**config.mk**
```make
export PLATFORM = sky130hd
export DESIGN_NAME = a256ctr_fifo
export DESIGN_NICKNAME = d
export VERILOG_FILES = /design/src/hdl/a256ctr_fifo.sv
export SDC_FILE = /design/constraint.sdc
export NUM_CORES = 1
export LEC_CHECK = 0
export ABC_AREA = 1
export BUFFER_PORTS_ARGS = -buffer_cell sky130_fd_sc_hd__buf_2
export CAP_MARGIN = 20
export CORE_MARGIN = 2
export CORE_UTILIZATION = 38
export DETAILED_ROUTE_END_ITERATION = 10
export GPL_TIMING_DRIVEN = 0
export PLACE_DENSITY = 0.6
export REMOVE_ABC_BUFFERS = 1
export SLEW_MARGIN = 40
export SYNTH_ARGS = -nofsm -noshare
export SYNTH_HDL_FRONTEND = slang
export SYNTH_SLANG_ARGS = --single-unit
```
**constraint.sdc**
```tcl
create_clock -name clk_i -period 2.09 [get_ports clk_i]
set_clock_uncertainty 0.15 [all_clocks]
set_input_delay 0.209 -clock clk_i [delete_from_list [all_inputs] [get_ports clk_i]]
set_output_delay 0.209 -clock clk_i [all_outputs]
set_load 0.01 [all_outputs]
```
**src/hdl/a256ctr_fifo.sv**
```systemverilog
// ----------------------------------------------------------------------------
// a256ctr_fifo
// Small register-based FIFO, first-word fall-through.
// ----------------------------------------------------------------------------
module a256ctr_fifo #(
  parameter int unsigned WIDTH = 8,
  parameter int unsigned DEPTH = 2
) (
  input  logic             clk_i,
  input  logic             rst_ni,
  input  logic             push_i,
  input  logic [WIDTH-1:0] data_i,
  input  logic             pop_i,
  output logic [WIDTH-1:0] data_o,
  output logic             full_o,
  output logic             empty_o
);

  localparam int unsigned AW = (DEPTH > 1) ? $clog2(DEPTH) : 1;
  localparam int unsigned CW = $clog2(DEPTH + 1);

  logic [WIDTH-1:0] mem_q [DEPTH];
  logic [AW-1:0]    wr_q, wr_d, rd_q, rd_d;
  logic [CW-1:0]    cnt_q, cnt_d;
  logic             do_push, do_pop;

  assign full_o  = (cnt_q == CW'(DEPTH));
  assign empty_o = (cnt_q == '0);
  assign do_push = push_i && !full_o;
  assign do_pop  = pop_i && !empty_o;
  assign data_o  = mem_q[rd_q];

  always_comb begin
    wr_d  = wr_q;
    rd_d  = rd_q;
    cnt_d = cnt_q;
    if (do_push) begin
      wr_d = (wr_q == AW'(DEPTH - 1)) ? '0 : wr_q + 1'b1;
    end
    if (do_pop) begin
      rd_d = (rd_q == AW'(DEPTH - 1)) ? '0 : rd_q + 1'b1;
    end
    if (do_push && !do_pop) begin
      cnt_d = cnt_q + 1'b1;
    end else if (do_pop && !do_push) begin
      cnt_d = cnt_q - 1'b1;
    end
  end

  always_ff @(posedge clk_i or negedge rst_ni) begin
    if (!rst_ni) begin
      wr_q  <= '0;
      rd_q  <= '0;
      cnt_q <= '0;
    end else begin
      wr_q  <= wr_d;
      rd_q  <= rd_d;
      cnt_q <= cnt_d;
    end
  end

  always_ff @(posedge clk_i) begin
    if (do_push) begin
      mem_q[wr_q] <= data_i;
    end
  end

endmodule

```
=== After elaboration in Yosys (flattened, before gate mapping) ===
Memories as Yosys holds them, arrays and structs flattened.
Index checks and enable logic that the tools add are counted.

* Output and inout bits: 10
* Memory bits (writable): 16
* Memories: 1
* Input bits: 12
* Logic and storage cells: 25
* Bits in registers: 4

* Equality and inequality tests: 1
* Reduce and logical (&&, ||, !) cells: 10
* Add/subtract/negate cells: 4
* Multiplexer cells: 6

{| class="wikitable"
|+ Memories
! memory !! depth !! width !! read ports !! clocked after Yosys merged registers in !! write ports !! line !! source
|-
| mem_q || 2 || 8 || 1 || 0 || 1 || 22 || <nowiki>logic [WIDTH-1:0] mem_q [DEPTH];</nowiki>
|}

{| class="wikitable"
|+ Operator list
! cell !! count
|-
| logical AND 1 bit || 4
|-
| logical NOT 1 bit || 4
|-
| 2-to-1 mux 1 bit || 4
|-
| 2-to-1 mux 2 bit || 2
|-
| adder 1 bit (second input constant) || 2
|-
| adder 2 x 1 -> 2 bit (second input constant) || 1
|-
| == test 2 bit (second input constant) || 1
|-
| logical NOT 2 bit || 1
|-
| nonzero test 2 bit || 1
|-
| subtractor 2 x 1 -> 2 bit (second input constant) || 1
|}

=== Depth between registers and ports, before layout ===
* Depth after elaboration: 7
* Mapped depth: 9

=== Worst setup path after synthesis ===
Ideal clock, no wire load.

* Kind: reg2reg
* Start: register cnt_q[1]
* End: memory mem_q[1][0] (enable)
* Cell stages (with the launch flop): 4
* Data arrival time: 951 ps
* Path slack: 618 ps
* Data required time: 1569 ps
* Library setup time: 371 ps
* Clock period less this slack: 1472 ps
* Buffers on the path: 0
* Cells stage by stage: dfrtp_1 inv_1 o21ai_0 nor2_1

* Longest elaborated chain between the ends: 5

{| class="wikitable"
|+ Ends and longest elaborated chain
! item !! line !! source
|-
| start: declaration || 24 || <nowiki>logic [CW-1:0] cnt_q, cnt_d;</nowiki>
|-
| start signal: assignment || 58 || <nowiki>cnt_q <= cnt_d;</nowiki>
|-
| == test 2 bit || 27 || <nowiki>assign full_o = (cnt_q == CW'(DEPTH));</nowiki>
|-
| logical NOT 1 bit || 29 || <nowiki>assign do_push = push_i && !full_o;</nowiki>
|-
| logical AND 1 bit || 29 ||
|-
| 2-to-1 mux 1 bit || 63 || <nowiki>if (do_push) begin</nowiki>
|-
| 2-to-1 mux 1 bit (not written as such) || 64 || <nowiki>mem_q[wr_q] <= data_i;</nowiki>
|-
| end: declaration || 22 ||
|}

No other way between the ends.

=== Final worst setup path ===
* Start: register cnt_q[1]
* End: memory mem_q[1][7] (enable)

Same word-level chain as after synthesis.

==> impl_metrics.env <==
export IMPL_max_freq_mhz=583.9
export IMPL_layout_commonest_cell="nand2_1"
export IMPL_grt_pass1_vias=478
export IMPL_utilization_pct=53.47
export IMPL_n_antenna_cell=0
export IMPL_wl_met3_microns=85
export IMPL_tns_ns=0
export IMPL_path_clk_slew_ns=0.10
export IMPL_critPathArrivalTime_ns=1.49
export IMPL_cap_viol_max_count=0
export IMPL_hpwl_microns=888.7
export IMPL_dieArea_sq_um=2516
export IMPL_power_density_nw_per_um2=1208
export IMPL_run_status="completed"
export IMPL_clk_path_buf_depth=2
export IMPL_drt_vias_per_instance=4.271
export IMPL_layout_common_cells="nand2_1 (33), buf_2 (21), edfxtp_1 (16)"
export IMPL_worst_pin_slew_ns=0.7213
export IMPL_nNetsFinal=120
export IMPL_rsz0062_at_grt="false"
export IMPL_fin_crit_sh_pct=81.95
export IMPL_pin_count=22
export IMPL_peakVddDrop_mv=0.6750
export IMPL_antenna_found_initial=0
export IMPL_rows=16
export IMPL_worst_setup_path_start_kind="register"
export IMPL_crit_type="reg -> reg"
export IMPL_fp_coreArea_sq_um=1982
export IMPL_clock_latency_ns=0.28
export IMPL_grt_util_all_layers_pct=11.52
export IMPL_first_iter_violations=13
export IMPL_cts_made_buffers=3
export IMPL_grt_first_pass_wirelength_microns=2104
export IMPL_finalSetupViolCount=0
export IMPL_grt_overflow_total=0
export IMPL_grt_max_degree=12
export IMPL_wl_met1_microns=598
export IMPL_post_cts_buffers=0
export IMPL_routabilityCongestion=0.7043
export IMPL_dieWidth_microns=50.16
export IMPL_firstDrtPassIters=4
export IMPL_cts_sinks=20
export IMPL_cts_tree="yes"
export IMPL_detailroute_via_count=568
export IMPL_die_height_microns=50.16
export IMPL_drive_above_1_share_pct=25.47
export IMPL_finalHoldViolCount=0
export IMPL_ys_ff_latch=20
export IMPL_drc=0
export IMPL_cp_max_fo=8
export IMPL_final_max_slew_viol_count=0
export IMPL_htreeDepth=1
export IMPL_ant_nets=0
export IMPL_seq_area_frac_synth_pct=71.72
export IMPL_worst_setup_path_end_kind="register"
export IMPL_wl_per_cell_microns=9.722
export IMPL_synth_area_sq_um=809.5
export IMPL_initial_core_util_pct=40.85
export IMPL_clockRootBuffer="clkbuf_4"
export IMPL_drt_total_wl_microns=1293
export IMPL_ys_warn_count=0
export IMPL_slew_headroom_pct=51.74
export IMPL_yosysUniqueCellTypes=14
export IMPL_syn_area_per_cell_sq_um=11.09
export IMPL_top_layer="met3"
export IMPL_cp_data_required_time_ns=1.87
export IMPL_synthCells=73
export IMPL_areaGrowthSynthToFinish_pct=30.91
export IMPL_io_buffers=21
export IMPL_finalCriticalPeriod_ns=1.713
export IMPL_p_leak_nw=0.4973
export IMPL_dr_wl_met2_microns=609
export IMPL_hold_path_class="in -> reg"
-- cells in the mapped netlist --
cell | n | share of area (%)
edfxtp_1 | 16 | 59
nand2_1 | 33 | 15
xnor2_1 | 1 | 1.1
nor2_1 | 2 | 0.93
nand4_1 | 1 | 0.77
nand3b_1 | 1 | 0.93
inv_1 | 7 | 3.2
dfrtp_1 | 4 | 12
inv_2 | 1 | 0.46
buf_2 | 1 | 0.62
nor2_2 | 2 | 1.5
o21ai_0 | 2 | 1.2
nand3_1 | 1 | 0.62
ha_1 | 1 | 1.5
-- layer usage --
metal | up-vias | GRT usage, %
li1 | 305 | -
met3 | 0 | 3.571
met5 | - | 0
met1 | 249 | 15.87
met2 | 14 | 16.45
met4 | 0 | 5.556
-- metrics by stage --
step	area, sq um	cells	power, W	setup WS, ns	hold WS [ns]
finish	1060	133	0.001280	0.3773	0.02016
global route	1060	133	0.001399	0.2406	0.03183
CTS	1060	133	0.001296	0.3248	0.01859
detailed placement	943.4	120	0.001107	0.3354	-0.1258
global placement	943.4	120	0.001095	0.3574	-0.1284
floorplan	804.5	72	0.0009297	0.6184	-0.2366
-- state kept, by name, indices dropped and copies added (netlist names) --
name	flops
cnt_q	2
mem_q	16
rd_q	1
wr_q	1
-- worst max-delay path, cell delays in order, from the launching register on --
cell and delay, ns:
dfrtp_1 0.42, inv_1 0.11, o21ai_0 0.11, nor2_1 0.57
-- logic make-up (layout without fill, tap and decap cells) --
group / after synthesis / after routing / share of synthesized area, %
AND/OR/NAND/NOR: 40 / 40 / 20.09
XOR/XNOR: 1 / 1 / 1.082
buffers and inverters: 9 / 42 / 4.327
adder cells (fa/ha/maj): 1 / 1 / 1.545
flip-flops: 20 / 20 / 71.72
AO/OA/AOI/OAI: 2 / 2 / 1.237
-- path summary, 6_finish.rpt --
path / start / end / slack [ns] / cells past startpoint
min in group asynchronous: rst_ni / cnt_q[0]$_DFFE_PN0P_ / 0.09 / 2
hold / removal: pop_i / rd_q$_DFFE_PN0P_ / 0.02 / 3
hold reg to reg: wr_q$_DFFE_PN0N_ / wr_q$_DFFE_PN0N_ / 0.34 / 2
setup / recovery: cnt_q[1]$_DFFE_PN0P_ / mem_q[1][7]$_DFFE_PP_ / 0.38 / 3
max in group asynchronous: rst_ni / cnt_q[1]$_DFFE_PN0P_ / 1.58 / 2
setup reg to reg: cnt_q[1]$_DFFE_PN0P_ / mem_q[1][7]$_DFFE_PP_ / 0.38 / 3
-- cell type report --
| cell class | instances | area, sq um |
|---|---|---|
| Timing Repair Buffer | 30 | 195.2 |
| Fill cell | 190 | 922.1 |
| Clock buffer | 4 | 26.28 |
| Multi-Input combinational cell | 44 | 193.9 |
| Inverter | 8 | 30.03 |
| Sequential cell | 20 | 580.6 |
| Tap cell | 27 | 33.78 |
-- timing repair --
item                                    CTS  global route
hold buffers                              9             0
gates resized for setup                   0             0
endpoints found under the hold margin    20             0
endpoints found under the setup margin    0             0
-- report_power, final --
group / switching [W] / internal (W)
clock network: 0.000107 / 0.0000741
registers: 0.0000761 / 0.000554
logic: 0.000282 / 0.000187
Power figures use the tool's default switching activity.
