--- src/hdl/a256ctr_pkg.sv ---
// ----------------------------------------------------------------------------
// a256ctr_pkg
// Types, constants and round functions shared by the AES-256 CTR engine.
// ----------------------------------------------------------------------------
package a256ctr_pkg;

  // register indexes
  localparam logic [2:0] REG_KEY0  = 3'd0;
  localparam logic [2:0] REG_KEY1  = 3'd1;
  localparam logic [2:0] REG_KEY2  = 3'd2;
  localparam logic [2:0] REG_KEY3  = 3'd3;
  localparam logic [2:0] REG_NONCE = 3'd4;

  localparam int unsigned NUM_ROUNDS = 14;

  typedef struct packed {
    logic [63:0] data_high;
    logic [63:0] data_low;
    logic [4:0]  byte_count;
    logic        message_start;
  } in_item_t;

  typedef struct packed {
    logic [63:0] out_high;
    logic [63:0] out_low;
    logic [4:0]  out_count;
  } out_item_t;

  // request handed from front to back: counter block, data, byte mask
  typedef struct packed {
    logic [127:0] ctr_blk;
    logic [127:0] data;
    logic [15:0]  mask;   // bit 15 is byte 0
    logic [4:0]   count;
  } job_t;

  localparam logic [7:0] SBOX [256] = '{
    8'h63,8'h7c,8'h77,8'h7b,8'hf2,8'h6b,8'h6f,8'hc5,8'h30,8'h01,8'h67,8'h2b,8'hfe,8'hd7,8'hab,8'h76,
    8'hca,8'h82,8'hc9,8'h7d,8'hfa,8'h59,8'h47,8'hf0,8'had,8'hd4,8'ha2,8'haf,8'h9c,8'ha4,8'h72,8'hc0,
    8'hb7,8'hfd,8'h93,8'h26,8'h36,8'h3f,8'hf7,8'hcc,8'h34,8'ha5,8'he5,8'hf1,8'h71,8'hd8,8'h31,8'h15,
    8'h04,8'hc7,8'h23,8'hc3,8'h18,8'h96,8'h05,8'h9a,8'h07,8'h12,8'h80,8'he2,8'heb,8'h27,8'hb2,8'h75,
    8'h09,8'h83,8'h2c,8'h1a,8'h1b,8'h6e,8'h5a,8'ha0,8'h52,8'h3b,8'hd6,8'hb3,8'h29,8'he3,8'h2f,8'h84,
    8'h53,8'hd1,8'h00,8'hed,8'h20,8'hfc,8'hb1,8'h5b,8'h6a,8'hcb,8'hbe,8'h39,8'h4a,8'h4c,8'h58,8'hcf,
    8'hd0,8'hef,8'haa,8'hfb,8'h43,8'h4d,8'h33,8'h85,8'h45,8'hf9,8'h02,8'h7f,8'h50,8'h3c,8'h9f,8'ha8,
    8'h51,8'ha3,8'h40,8'h8f,8'h92,8'h9d,8'h38,8'hf5,8'hbc,8'hb6,8'hda,8'h21,8'h10,8'hff,8'hf3,8'hd2,
    8'hcd,8'h0c,8'h13,8'hec,8'h5f,8'h97,8'h44,8'h17,8'hc4,8'ha7,8'h7e,8'h3d,8'h64,8'h5d,8'h19,8'h73,
    8'h60,8'h81,8'h4f,8'hdc,8'h22,8'h2a,8'h90,8'h88,8'h46,8'hee,8'hb8,8'h14,8'hde,8'h5e,8'h0b,8'hdb,
    8'he0,8'h32,8'h3a,8'h0a,8'h49,8'h06,8'h24,8'h5c,8'hc2,8'hd3,8'hac,8'h62,8'h91,8'h95,8'he4,8'h79,
    8'he7,8'hc8,8'h37,8'h6d,8'h8d,8'hd5,8'h4e,8'ha9,8'h6c,8'h56,8'hf4,8'hea,8'h65,8'h7a,8'hae,8'h08,
    8'hba,8'h78,8'h25,8'h2e,8'h1c,8'ha6,8'hb4,8'hc6,8'he8,8'hdd,8'h74,8'h1f,8'h4b,8'hbd,8'h8b,8'h8a,
    8'h70,8'h3e,8'hb5,8'h66,8'h48,8'h03,8'hf6,8'h0e,8'h61,8'h35,8'h57,8'hb9,8'h86,8'hc1,8'h1d,8'h9e,
    8'he1,8'hf8,8'h98,8'h11,8'h69,8'hd9,8'h8e,8'h94,8'h9b,8'h1e,8'h87,8'he9,8'hce,8'h55,8'h28,8'hdf,
    8'h8c,8'ha1,8'h89,8'h0d,8'hbf,8'he6,8'h42,8'h68,8'h41,8'h99,8'h2d,8'h0f,8'hb0,8'h54,8'hbb,8'h16
  };

  localparam logic [7:0] RCON [7] = '{8'h01, 8'h02, 8'h04, 8'h08, 8'h10, 8'h20, 8'h40};

  function automatic logic [7:0] xtime(input logic [7:0] a);
    return {a[6:0], 1'b0} ^ (a[7] ? 8'h1b : 8'h00);
  endfunction

  function automatic logic [31:0] sub_word(input logic [31:0] w);
    return {SBOX[w[31:24]], SBOX[w[23:16]], SBOX[w[15:8]], SBOX[w[7:0]]};
  endfunction

  // Next four schedule words from an eight-word window (oldest word on top).
  function automatic logic [127:0] next_words(input logic [255:0] win,
                                              input logic [7:0]   rc,
                                              input logic         rot);
    logic [31:0] t;
    logic [31:0] n0, n1, n2, n3;
    t  = rot ? (sub_word({win[23:0], win[31:24]}) ^ {rc, 24'h0}) : sub_word(win[31:0]);
    n0 = win[255:224] ^ t;
    n1 = win[223:192] ^ n0;
    n2 = win[191:160] ^ n1;
    n3 = win[159:128] ^ n2;
    return {n0, n1, n2, n3};
  endfunction

  // SubBytes, ShiftRows, MixColumns (skipped in the last round), AddRoundKey
  function automatic logic [127:0] aes_round(input logic [127:0] s,
                                             input logic [127:0] rk,
                                             input logic         last);
    logic [7:0] b [16];
    logic [7:0] t [16];
    logic [7:0] m [16];
    logic [7:0] a0, a1, a2, a3, al;
    logic [127:0] r;
    for (int i = 0; i < 16; i++) b[i] = s[127-8*i -: 8];
    for (int c = 0; c < 4; c++) begin
      for (int i = 0; i < 4; i++) t[c*4+i] = SBOX[b[((c+i) & 3)*4+i]];
    end
    for (int c = 0; c < 4; c++) begin
      a0 = t[c*4];
      a1 = t[c*4+1];
      a2 = t[c*4+2];
      a3 = t[c*4+3];
      al = a0 ^ a1 ^ a2 ^ a3;
      m[c*4]   = a0 ^ al ^ xtime(a0 ^ a1);
      m[c*4+1] = a1 ^ al ^ xtime(a1 ^ a2);
      m[c*4+2] = a2 ^ al ^ xtime(a2 ^ a3);
      m[c*4+3] = a3 ^ al ^ xtime(a3 ^ a0);
    end
    for (int i = 0; i < 16; i++) begin
      r[127-8*i -: 8] = (last ? t[i] : m[i]) ^ rk[127-8*i -: 8];
    end
    return r;
  endfunction

endpackage

--- src/hdl/a256ctr_front.sv ---
// ----------------------------------------------------------------------------
// a256ctr_front
// Accepts data blocks, tracks the block counter, builds the counter block
// and byte mask for each request.
// ----------------------------------------------------------------------------
module a256ctr_front (
  input  logic                  clk_i,
  input  logic                  rst_ni,
  input  logic                  push_i,
  input  a256ctr_pkg::in_item_t in_item_i,
  input  logic [63:0]           nonce_i,
  input  logic                  q_full_i,
  output logic                  q_push_o,
  output a256ctr_pkg::job_t     job_o
);

  logic        accept;
  logic [63:0] ctr_q, ctr_d, ctr_use;
  logic [4:0]  lim;

  assign accept   = push_i && !q_full_i;
  assign q_push_o = accept;
  assign ctr_use  = in_item_i.message_start ? 64'd0 : ctr_q;
  assign ctr_d    = ctr_use + 64'd1;
  // counts above sixteen saturate
  assign lim      = (in_item_i.byte_count > 5'd16) ? 5'd16 : in_item_i.byte_count;

  always_comb begin
    job_o.ctr_blk[127:64] = nonce_i;
    for (int i = 0; i < 8; i++) begin
      job_o.ctr_blk[63-8*i -: 8] = ctr_use[8*i +: 8];
    end
    job_o.data = {in_item_i.data_high, in_item_i.data_low};
    for (int i = 0; i < 16; i++) begin
      job_o.mask[15-i] = (5'(i) < lim);
    end
    job_o.count = in_item_i.byte_count;
  end

  always_ff @(posedge clk_i or negedge rst_ni) begin
    if (!rst_ni) begin
      ctr_q <= '0;
    end else if (accept) begin
      ctr_q <= ctr_d;
    end
  end

endmodule

--- config.mk ---
export PLATFORM = sky130hd
export DESIGN_NAME = a256ctr_front
export DESIGN_NICKNAME = d
export VERILOG_FILES = /design/src/hdl/a256ctr_pkg.sv /design/src/hdl/a256ctr_front.sv
export SDC_FILE = /design/constraint.sdc
export NUM_CORES = 1
export LEC_CHECK = 0
export ABC_AREA = 1
export BUFFER_PORTS_ARGS = -buffer_cell sky130_fd_sc_hd__buf_2
export CAP_MARGIN = 20
export CORE_AREA = 2 2 189 191
export CTS_CLUSTER_DIAMETER = 120
export CTS_CLUSTER_SIZE = 30
export DETAILED_ROUTE_END_ITERATION = 6
export DIE_AREA = 0 0 191 193
export GPL_ROUTABILITY_DRIVEN = 0
export MAX_ROUTING_LAYER = met4
export PLACE_DENSITY_LB_ADDON = 0.1
export SYNTH_ARGS = -nofsm -noshare
export SYNTH_HDL_FRONTEND = slang
export SYNTH_SLANG_ARGS = --single-unit
--- constraint.sdc ---
create_clock -name clk_i -period 1.8 [get_ports clk_i]
set_input_delay 0.09 -clock clk_i [delete_from_list [all_inputs] [get_ports clk_i]]
set_output_delay 0.09 -clock clk_i [all_outputs]
set_load 0.03 [all_outputs]
### Yosys cells after proc, flatten, opt, wreduce, memory -nomap -nowiden

Index checks and enable logic that the tools add are counted.

* register bits: 64
* logic and storage cells: 23
* input port bits: 202
* output and inout bits: 278

* magnitude comparators: 17
* $add $sub $neg: 1
* multiplexer cells: 2
* reductions and logical operators: 2

Operators by type and width (number)
* adder 64 x 1 -> 64 bit (second input constant): 1
* two-way mux 64 bit: 1
* less-than comparator 4 x 5 -> 1 bit (first input constant): 8
* less-than comparator 3 x 5 -> 1 bit (first input constant): 4
* less-than comparator 1 x 5 -> 1 bit (first input constant): 2
* less-than comparator 2 x 5 -> 1 bit (first input constant): 2
* > comparator 5 bit (second input constant): 1
* two-way mux 5 bit: 1
* logical AND 1 bit: 1
* zero test 1 bit: 1

### Depth between registers and ports, before layout

Gate-level depths: netlist (run 1).

* word-level depth: 3
* gate-level depth with buffers: 12
* mapped depth without buffers: 11

### Worst setup path before layout (run 1)

Ideal clock, no wire load.

* path kind: input to register
* from: input in_item_i[0] (netlist name)
* to: register ctr_q[48]
* library setup time: 117 ps
* slack: -494 ps
* arrival time: 2177 ps
* path buffers: 2
* required time: 1683 ps
* stages on the path: 11
* cells stage by stage: clkbuf_1 -> clkbuf_1 -> nor2_1 -> ha_1 -> nand3_1 -> nor2_2 -> nand2_2 -> nor3_4 -> nand3_1 -> nand2_1 -> nand2_1

RTL lines
* from (decl): RTL line a256ctr_front.sv:10 `input a256ctr_pkg::in_item_t in_item_i,`
* to (signal assigned): RTL line a256ctr_front.sv:44 `ctr_q <= ctr_d;`
* to (decl): RTL line a256ctr_front.sv:18 `logic [63:0] ctr_q, ctr_d, ctr_use;`

### Worst setup path after layout (run 1)

* from: register ctr_q[1]
* to: register ctr_q[60]

* longest elaborated chain between the ends: 2

RTL lines
* two-way mux 64 bit: RTL line a256ctr_front.sv:23 `assign ctr_use = in_item_i.message_start ? 64'd0 : ctr_q;`
* adder 64 x 1 -> 64 bit: RTL line a256ctr_front.sv:24 `assign ctr_d = ctr_use + 64'd1;`

Every way passes these cells.
A chain may end at the register's enable or synchronous reset.

==> results of run 1 <==
==> power groups by stage <==
stage	clock (mW)	combinational, mW	sequential (mW)
global placement	0	0.361	1.49
floorplan	0	1.00	1.48
detailed placement	0	0.358	1.49
finish	1.89	0.373	1.46
CTS	1.97	0.369	1.46
global route	2.03	0.409	1.46
==> worst max-delay path, delay by kind of cell (launching register included) <==
family	cells	cell delay [ns]
and+or+nand+nor	8	0.89
buffers and inverters	2	0.21
adders and majority gates	1	0.16
DFF	1	0.36
==> cells in the final DEF (no fill, tap or decap), types with 5 or more instances in the layout <==
master	instances
o21ai_0	7
nor2_4	12
nor2_2	28
dfrtp_1	58
nand2_2	6
nor2_1	120
o21bai_1	7
nand3_1	79
buf_12	7
clkbuf_16	9
nand4_1	14
buf_4	114
xor2_1	17
buf_2	94
dfrtp_2	6
nand3_2	8
xnor2_1	13
inv_1	131
nand2_1	229
nor3_1	5
==> routing by layer <==
layer,global-route usage (%),vias to the layer above,share of wire (%)
li1,-,2803,-
met1,16.25,2531,41
met2,23.33,189,49
met3,3.222,62,6.9
met4,5.844,0,3.2
met5,-,-,0
==> final timing paths <==
kind / to / slack (ns) / cells past startpoint
max: ctr_q[60] / 0.06 / 11
min: ctr_q[0] / 0.14 / 2
max reg2reg: ctr_q[60] / 0.06 / 11
min reg2reg: ctr_q[63] / 0.58 / 3
max in group asynchronous: ctr_q[37] / 1.08 / 3
min in group clk_i: ctr_q[0] / 0.15 / 3
==> what timing repair did <==
action,4_1_cts,5_1_grt
gates resized for setup,5,27
setup buffers,3,7
setup endpoints to repair,14,32
hold endpoints to repair,64,0
pin swaps,4,8
hold buffers,1,0
==> area by class of cell <==
type	count	area share (%)
clock buffers	10	3.280
clock inverters	6	0.9274
inverters	136	7.041
multi-input cells	561	38.33
flip-flops and latches	64	22.08
well taps	461	7.917
repair buffers	217	20.42
==> logic make-up after synthesis <==
group                      synth area share (%)
and+or+nand+nor                           35.52
buffers and inverters                     33.24
DFF                                       25.02
xor gates and xnor gates                  4.106
AOI/OAI and AO/OA                         1.916
adders and majority gates                0.1955
==> run summary, run 1 <==
detailed-route wire length per cell: 17.08 µm
fin nets: 1192
Antenna Nets Post-Route: 0
peak supply drop: 0.2791 mV
CTS Buf Count: 9
Global Route Usage Sum: 14.02%
CTS H-Tree Depth: 3
Cell Pwr Density: 511.1 nW/µm²
DP HPWL: 20.70 mm
Crit-path slowest cell: dfrtp_1
CTS Sinks: 64
combinational power share: 10.0%
DP Area: 6774 µm²
share of layout cells above drive strength 1: 30.78%
sequential element share of the synthesized area: 25.02%
post-synthesis cell count: 977
Fill cells: 4048
Std-Cell Rows: 69
area grow syn2layout: 13.84%
Multi-input gate area: 2793 µm²
root buffer cell: clkbuf_16
Post-Syn Nets: 1180
worst r2r src: ctr_q[1]
Synth area leaders: dfrtp_1 (25%), buf_4 (23%), nand2_1 (14%)
Worst Slack Setup Final: 0.06441 ns
crit-path cells: inv_2 > nor2_4 > ha_4 > nand3_4 > nor2_4 > nand2_4 > nor2_4 > buf_4 > nand4_1 > nand2_1 > nand2_1
clock slew at reported path FFs: 0.06 ns
register area: 1609 µm²
number of I/O port buffers: 95
RSZ-0062 raised after global routing: true
Synth warnings: 0
Setup violations, final: 0
vias in the first global route: 5662
final WL: 24.86 mm
Hold WS: 0.1426 ns
Syn Std Cell Area: 6400 µm²
io pins: 480
first-pass GRT wire length: 36.63 mm
number of diodes: 0
main flop type after synthesis: dfrtp_1
HP Class: input port to asynchronous set/reset pin
sw frac: 27.85%
Psw: 1.037 mW
Max Clk Rate: 0.5762 GHz
utilization of the core after routing: 20.84%
gr ovfl total: 0
insertion delay to the later sink of the worst-skew pair: 0.35 ns
1st-iter DRT viols: 209
outcome: finished clean
post-synthesis async set-or-reset flop share: 100.0%
Clock Tree Buf Depth: 2
Clock Skew: 0.009191 ns
Cell Count, Final, Fillers Out: 1455
slew at the pin closest to its max-slew limit: 0.3858 ns
residual DRC count: 0
Yosys reg bits: 64
Max FO, Critical Path: 4
arrival time at the worst endpoint: 1.97 ns
CP peak stage delay: 0.36 ns
drt first pass iters: 7
min cycle time layout: 1.736 ns
post-route cell area: 7286 µm²
Crit path required time: 2.03 ns
count leader, synth: nand2_1
critical path type: flip-flop to flip-flop
P_int: 2.687 mW
fin crit share: 96.42%
Reg power frac: 39.2%
Clk pwr share: 50.8%
CP Capture Type: flip-flop
Core Region: 34960 µm²
Synth top area share: 25.02%
Unique masters post-synth: 31
initial core utilization: 18.30%
Final Hold Fails: 0
Place WS: -0.06884 ns
die area: 36860 µm²
Fin Setup TNS: 0 ns
Post-synth top cells: nand2_1 (234), buf_4 (197), inv_1 (133), nor2_1 (131), nand3_1 (81)
Yosys top cell by area: dfrtp_1
total power: 3.724 mW
Max Cap Viol: 0
mean post-synth cell area: 6.551 µm²
placed cells: 1428
Worst slew margin: 74.01%
max reg flops: 64
Slew Limit Fails: 0
vias per cell: 3.838
Die Width: 191 µm
routed via count: 5585
Leakage: 3.600 nW
largest net degree at the start of global routing: 41
Startpoint Class: flip-flop
TritonCTS clock tree: yes
Post-synth EDFFs: 0
crit path launch: ctr_q[1]
most flop-heavy register: ctr_q
Crit path top cell by count: nor2_4
largest registers: ctr_q (64)
die height: 193 µm
antenna violations before repair: 0
No activity file was read; power rests on OpenSTA's default activity.
==> run 2: changes to the inputs <==
Settings changed: GPL_TIMING_DRIVEN set to 0.
==> run 2 against run 1 <==
Die area unchanged. Clock-buffer cell count up 2. Combinational power rose to 3.7 times the previous value. Core utilization up 5.1 points. Critical endpoint is now ctr_q[38]. Largest cell class is now non-clock buffers.
==> run summary, run 2 (synthesis results as in run 1) <==
CTS Sinks: 64 (unchanged)
arrival time at the worst endpoint: 1.99 ns (+0.02 ns)
critical path type: flip-flop to flip-flop
Psw: 1.573 mW (+52%)
worst reg-to-reg path cell count: 10 (-1)
CTS H-Tree Depth: 3 (unchanged)
Clock Tree Buf Depth: 2 (unchanged)
fin crit share: 98.20% (+1.8 points)
Setup violations, final: 0 (unchanged)
Clock Skew: 0.009105 ns (-0.00008546 ns)
insertion delay to the later sink of the worst-skew pair: 0.34 ns (about the same)
Crit path required time: 2.03 ns (about the same)
Worst Min Path Start: push_i
min cycle time layout: 1.768 ns (+0.03206 ns)
die height: 193 µm (unchanged)
Fin Setup TNS: 0 ns (unchanged)
outcome: finished clean
Hold Path Depth: 3
drt first pass iters: 4 (-3)
gr ovfl total: 0 (unchanged)
TritonCTS clock tree: yes
P_int: 2.966 mW (+10%)
routed via count: 6838 (+22%)
clock slew at reported path FFs: 0.06 ns (about the same)
CP Capture Type: flip-flop
CTS Buf Count: 9 (unchanged)
number of I/O port buffers: 286 (+200%)
Cell Count, Final, Fillers Out: 1758 (+21%)
die area: 36860 µm² (unchanged)
largest net degree at the start of global routing: 35 (-15%)
slew at the pin closest to its max-slew limit: 0.6448 ns (+0.2590 ns)
Antenna Nets Post-Route: 0 (unchanged)
root buffer cell: clkbuf_16
Reg power frac: 32.2% (-7.0 points)
Global Route Usage Sum: 14.21% (+0.19 points)
Clk pwr share: 37.6% (-13 points)
placed cells: 1725 (+21%)
largest registers: ctr_q (64)
Max FO, Critical Path: 7 (+3)
max reg flops: 64 (unchanged)
Slew Limit Fails: 0 (unchanged)
Worst slew margin: 57.01% (-17 points)
first-pass GRT wire length: 37.35 mm (+2.0%)
vias per cell: 3.890 (+1.3%)
Max Clk Rate: 0.5657 GHz (-1.8%)
fin nets: 1496 (+26%)
Std-Cell Rows: 69 (unchanged)
io pins: 480 (unchanged)
commonest non-fill, non-tap cell in the layout: buf_2
Leakage: 4.829 nW (+34%)
Die Width: 191 µm (unchanged)
1st-iter DRT viols: 226 (+8.1%)
area grow syn2layout: 41.72%
vias in the first global route: 6235 (+10%)
worst r2r src: ctr_q[0]
detailed-route wire length per cell: 15.43 µm (-9.7%)
commonest non-fill, non-tap cells in the layout: buf_2 (291), nand2_1 (232), buf_4 (215), inv_1 (131), nor2_1 (111)
residual DRC count: 0 (unchanged)
sw frac: 34.65% (+6.8 points)
number of diodes: 0 (unchanged)
Min-Delay Endpoint: ctr_q[0]
share of layout cells above drive strength 1: 47.34% (+17 points)
HP Class: input port to flip-flop
initial core utilization: 18.30% (unchanged)
Cell Pwr Density: 500.4 nW/µm² (-2.1%)
flop-to-flop setup slack: 0.03 ns (-0.03 ns)
Max Cap Viol: 0 (unchanged)
Core Region: 34960 µm² (unchanged)
most flop-heavy register: ctr_q
DP HPWL: 22.86 mm (+10%)
final WL: 27.12 mm (+9.1%)
Startpoint Class: flip-flop
RSZ-0062 raised after global routing: true
reg2reg end: ctr_q[38]
peak supply drop: 0.3575 mV (+28%)
antenna violations before repair: 0 (unchanged)
Final Hold Fails: 0 (unchanged)
combinational power share: 30.3% (+20 points)
total power: 4.538 mW (+22%)
run 2: cell types whose count changed in the layout (fill, tap and decap cells not counted), sizes merged:
cell	previous run	this run
inv	137	136
bufinv	1	0
clkinvlp	2	1
clkbuf	10	16
buf	216	516
run 2: area by class of cell:
class                   instances  area, µm²
flip-flops and latches         64       1612
clock inverters                 3      17.52
well taps                     461      576.8
multi-input cells             561       2853
fillers                      3934      25890
plain buffers                 215       1630
repair buffers                306       1612
inverters                     136      513.0
clock buffers                  12      256.5
run 2: power groups by stage:
stage / Clock, mW / Sequential, mW / Combinational (mW)
after global placement: 0 / 1.49 / 1.37
after global routing: 1.81 / 1.46 / 1.47
final: 1.70 / 1.46 / 1.37
after detailed placement: 0 / 1.49 / 1.37
after CTS: 1.76 / 1.46 / 1.37
after floorplan: 0 / 1.48 / 1.00
run 2: worst max-delay path, cell delays in order, from the launching register on:
cell and delay, ns:
dfrtp_1 0.37, inv_2 0.06, nor2_4 0.12, ha_4 0.15
nand3_4 0.09, nor2_4 0.19, nand4_4 0.21, nor2_4 0.28
nand2_1 0.08, nand2_1 0.06, nand2_1 0.05
run 2: metrics by stage:
| stage | instance area, µm² | setup WS, ns | hold slack, ns | utilization, % |
|---|---|---|---|---|
| final | 9070 | 0.03235 | 0.1579 | 25.94 |
| after global routing | 9070 | -0.08075 | 0.1791 | 25.94 |
| after CTS | 8843 | -0.03342 | 0.09402 | 25.29 |
| after detailed placement | 8476 | -0.5424 | 0.08766 | 24.24 |
| after global placement | 8453 | -0.5662 | 0.4316 | 24.18 |
| after floorplan | 6445 | -0.05532 | -0.2056 | - |
run 2: worst max-delay path by stage:
| stage | startpoint | end | slack (ns) | cells after the start |
|---|---|---|---|---|
| 2_1_floorplan | ctr_q[1] | ctr_q[48] | -0.06 | 10 |
| 3_3_place_gp | in_item_i[0] | ctr_q[54] | -0.57 | 12 |
| 3_5_place_dp | in_item_i[0] | ctr_q[54] | -0.54 | 12 |
| 4_1_cts | ctr_q[1] | ctr_q[34] | -0.03 | 10 |
| 5_1_grt | ctr_q[0] | ctr_q[38] | -0.08 | 10 |
| 6_report | ctr_q[0] | ctr_q[38] | 0.03 | 10 |
run 2: routing by layer:
layer  up-vias  GRT usage [%]  wire length (µm)
met4         0          3.697               357
met5         -              -                 0
met1      3152          16.19             11000
met2       274          26.07             14260
met3        16          1.919              1509
li1       3396              -                 -
run 2: repair_timing:
| action | CTS | global route |
|---|---|---|
| endpoints found under the hold margin | 30 | 0 |
| hold buffers | 1 | 0 |
| setup endpoints to repair | 43 | 40 |
| setup buffers | 5 | 13 |
| pin swaps | 8 | 10 |
| gates resized for setup | 10 | 38 |
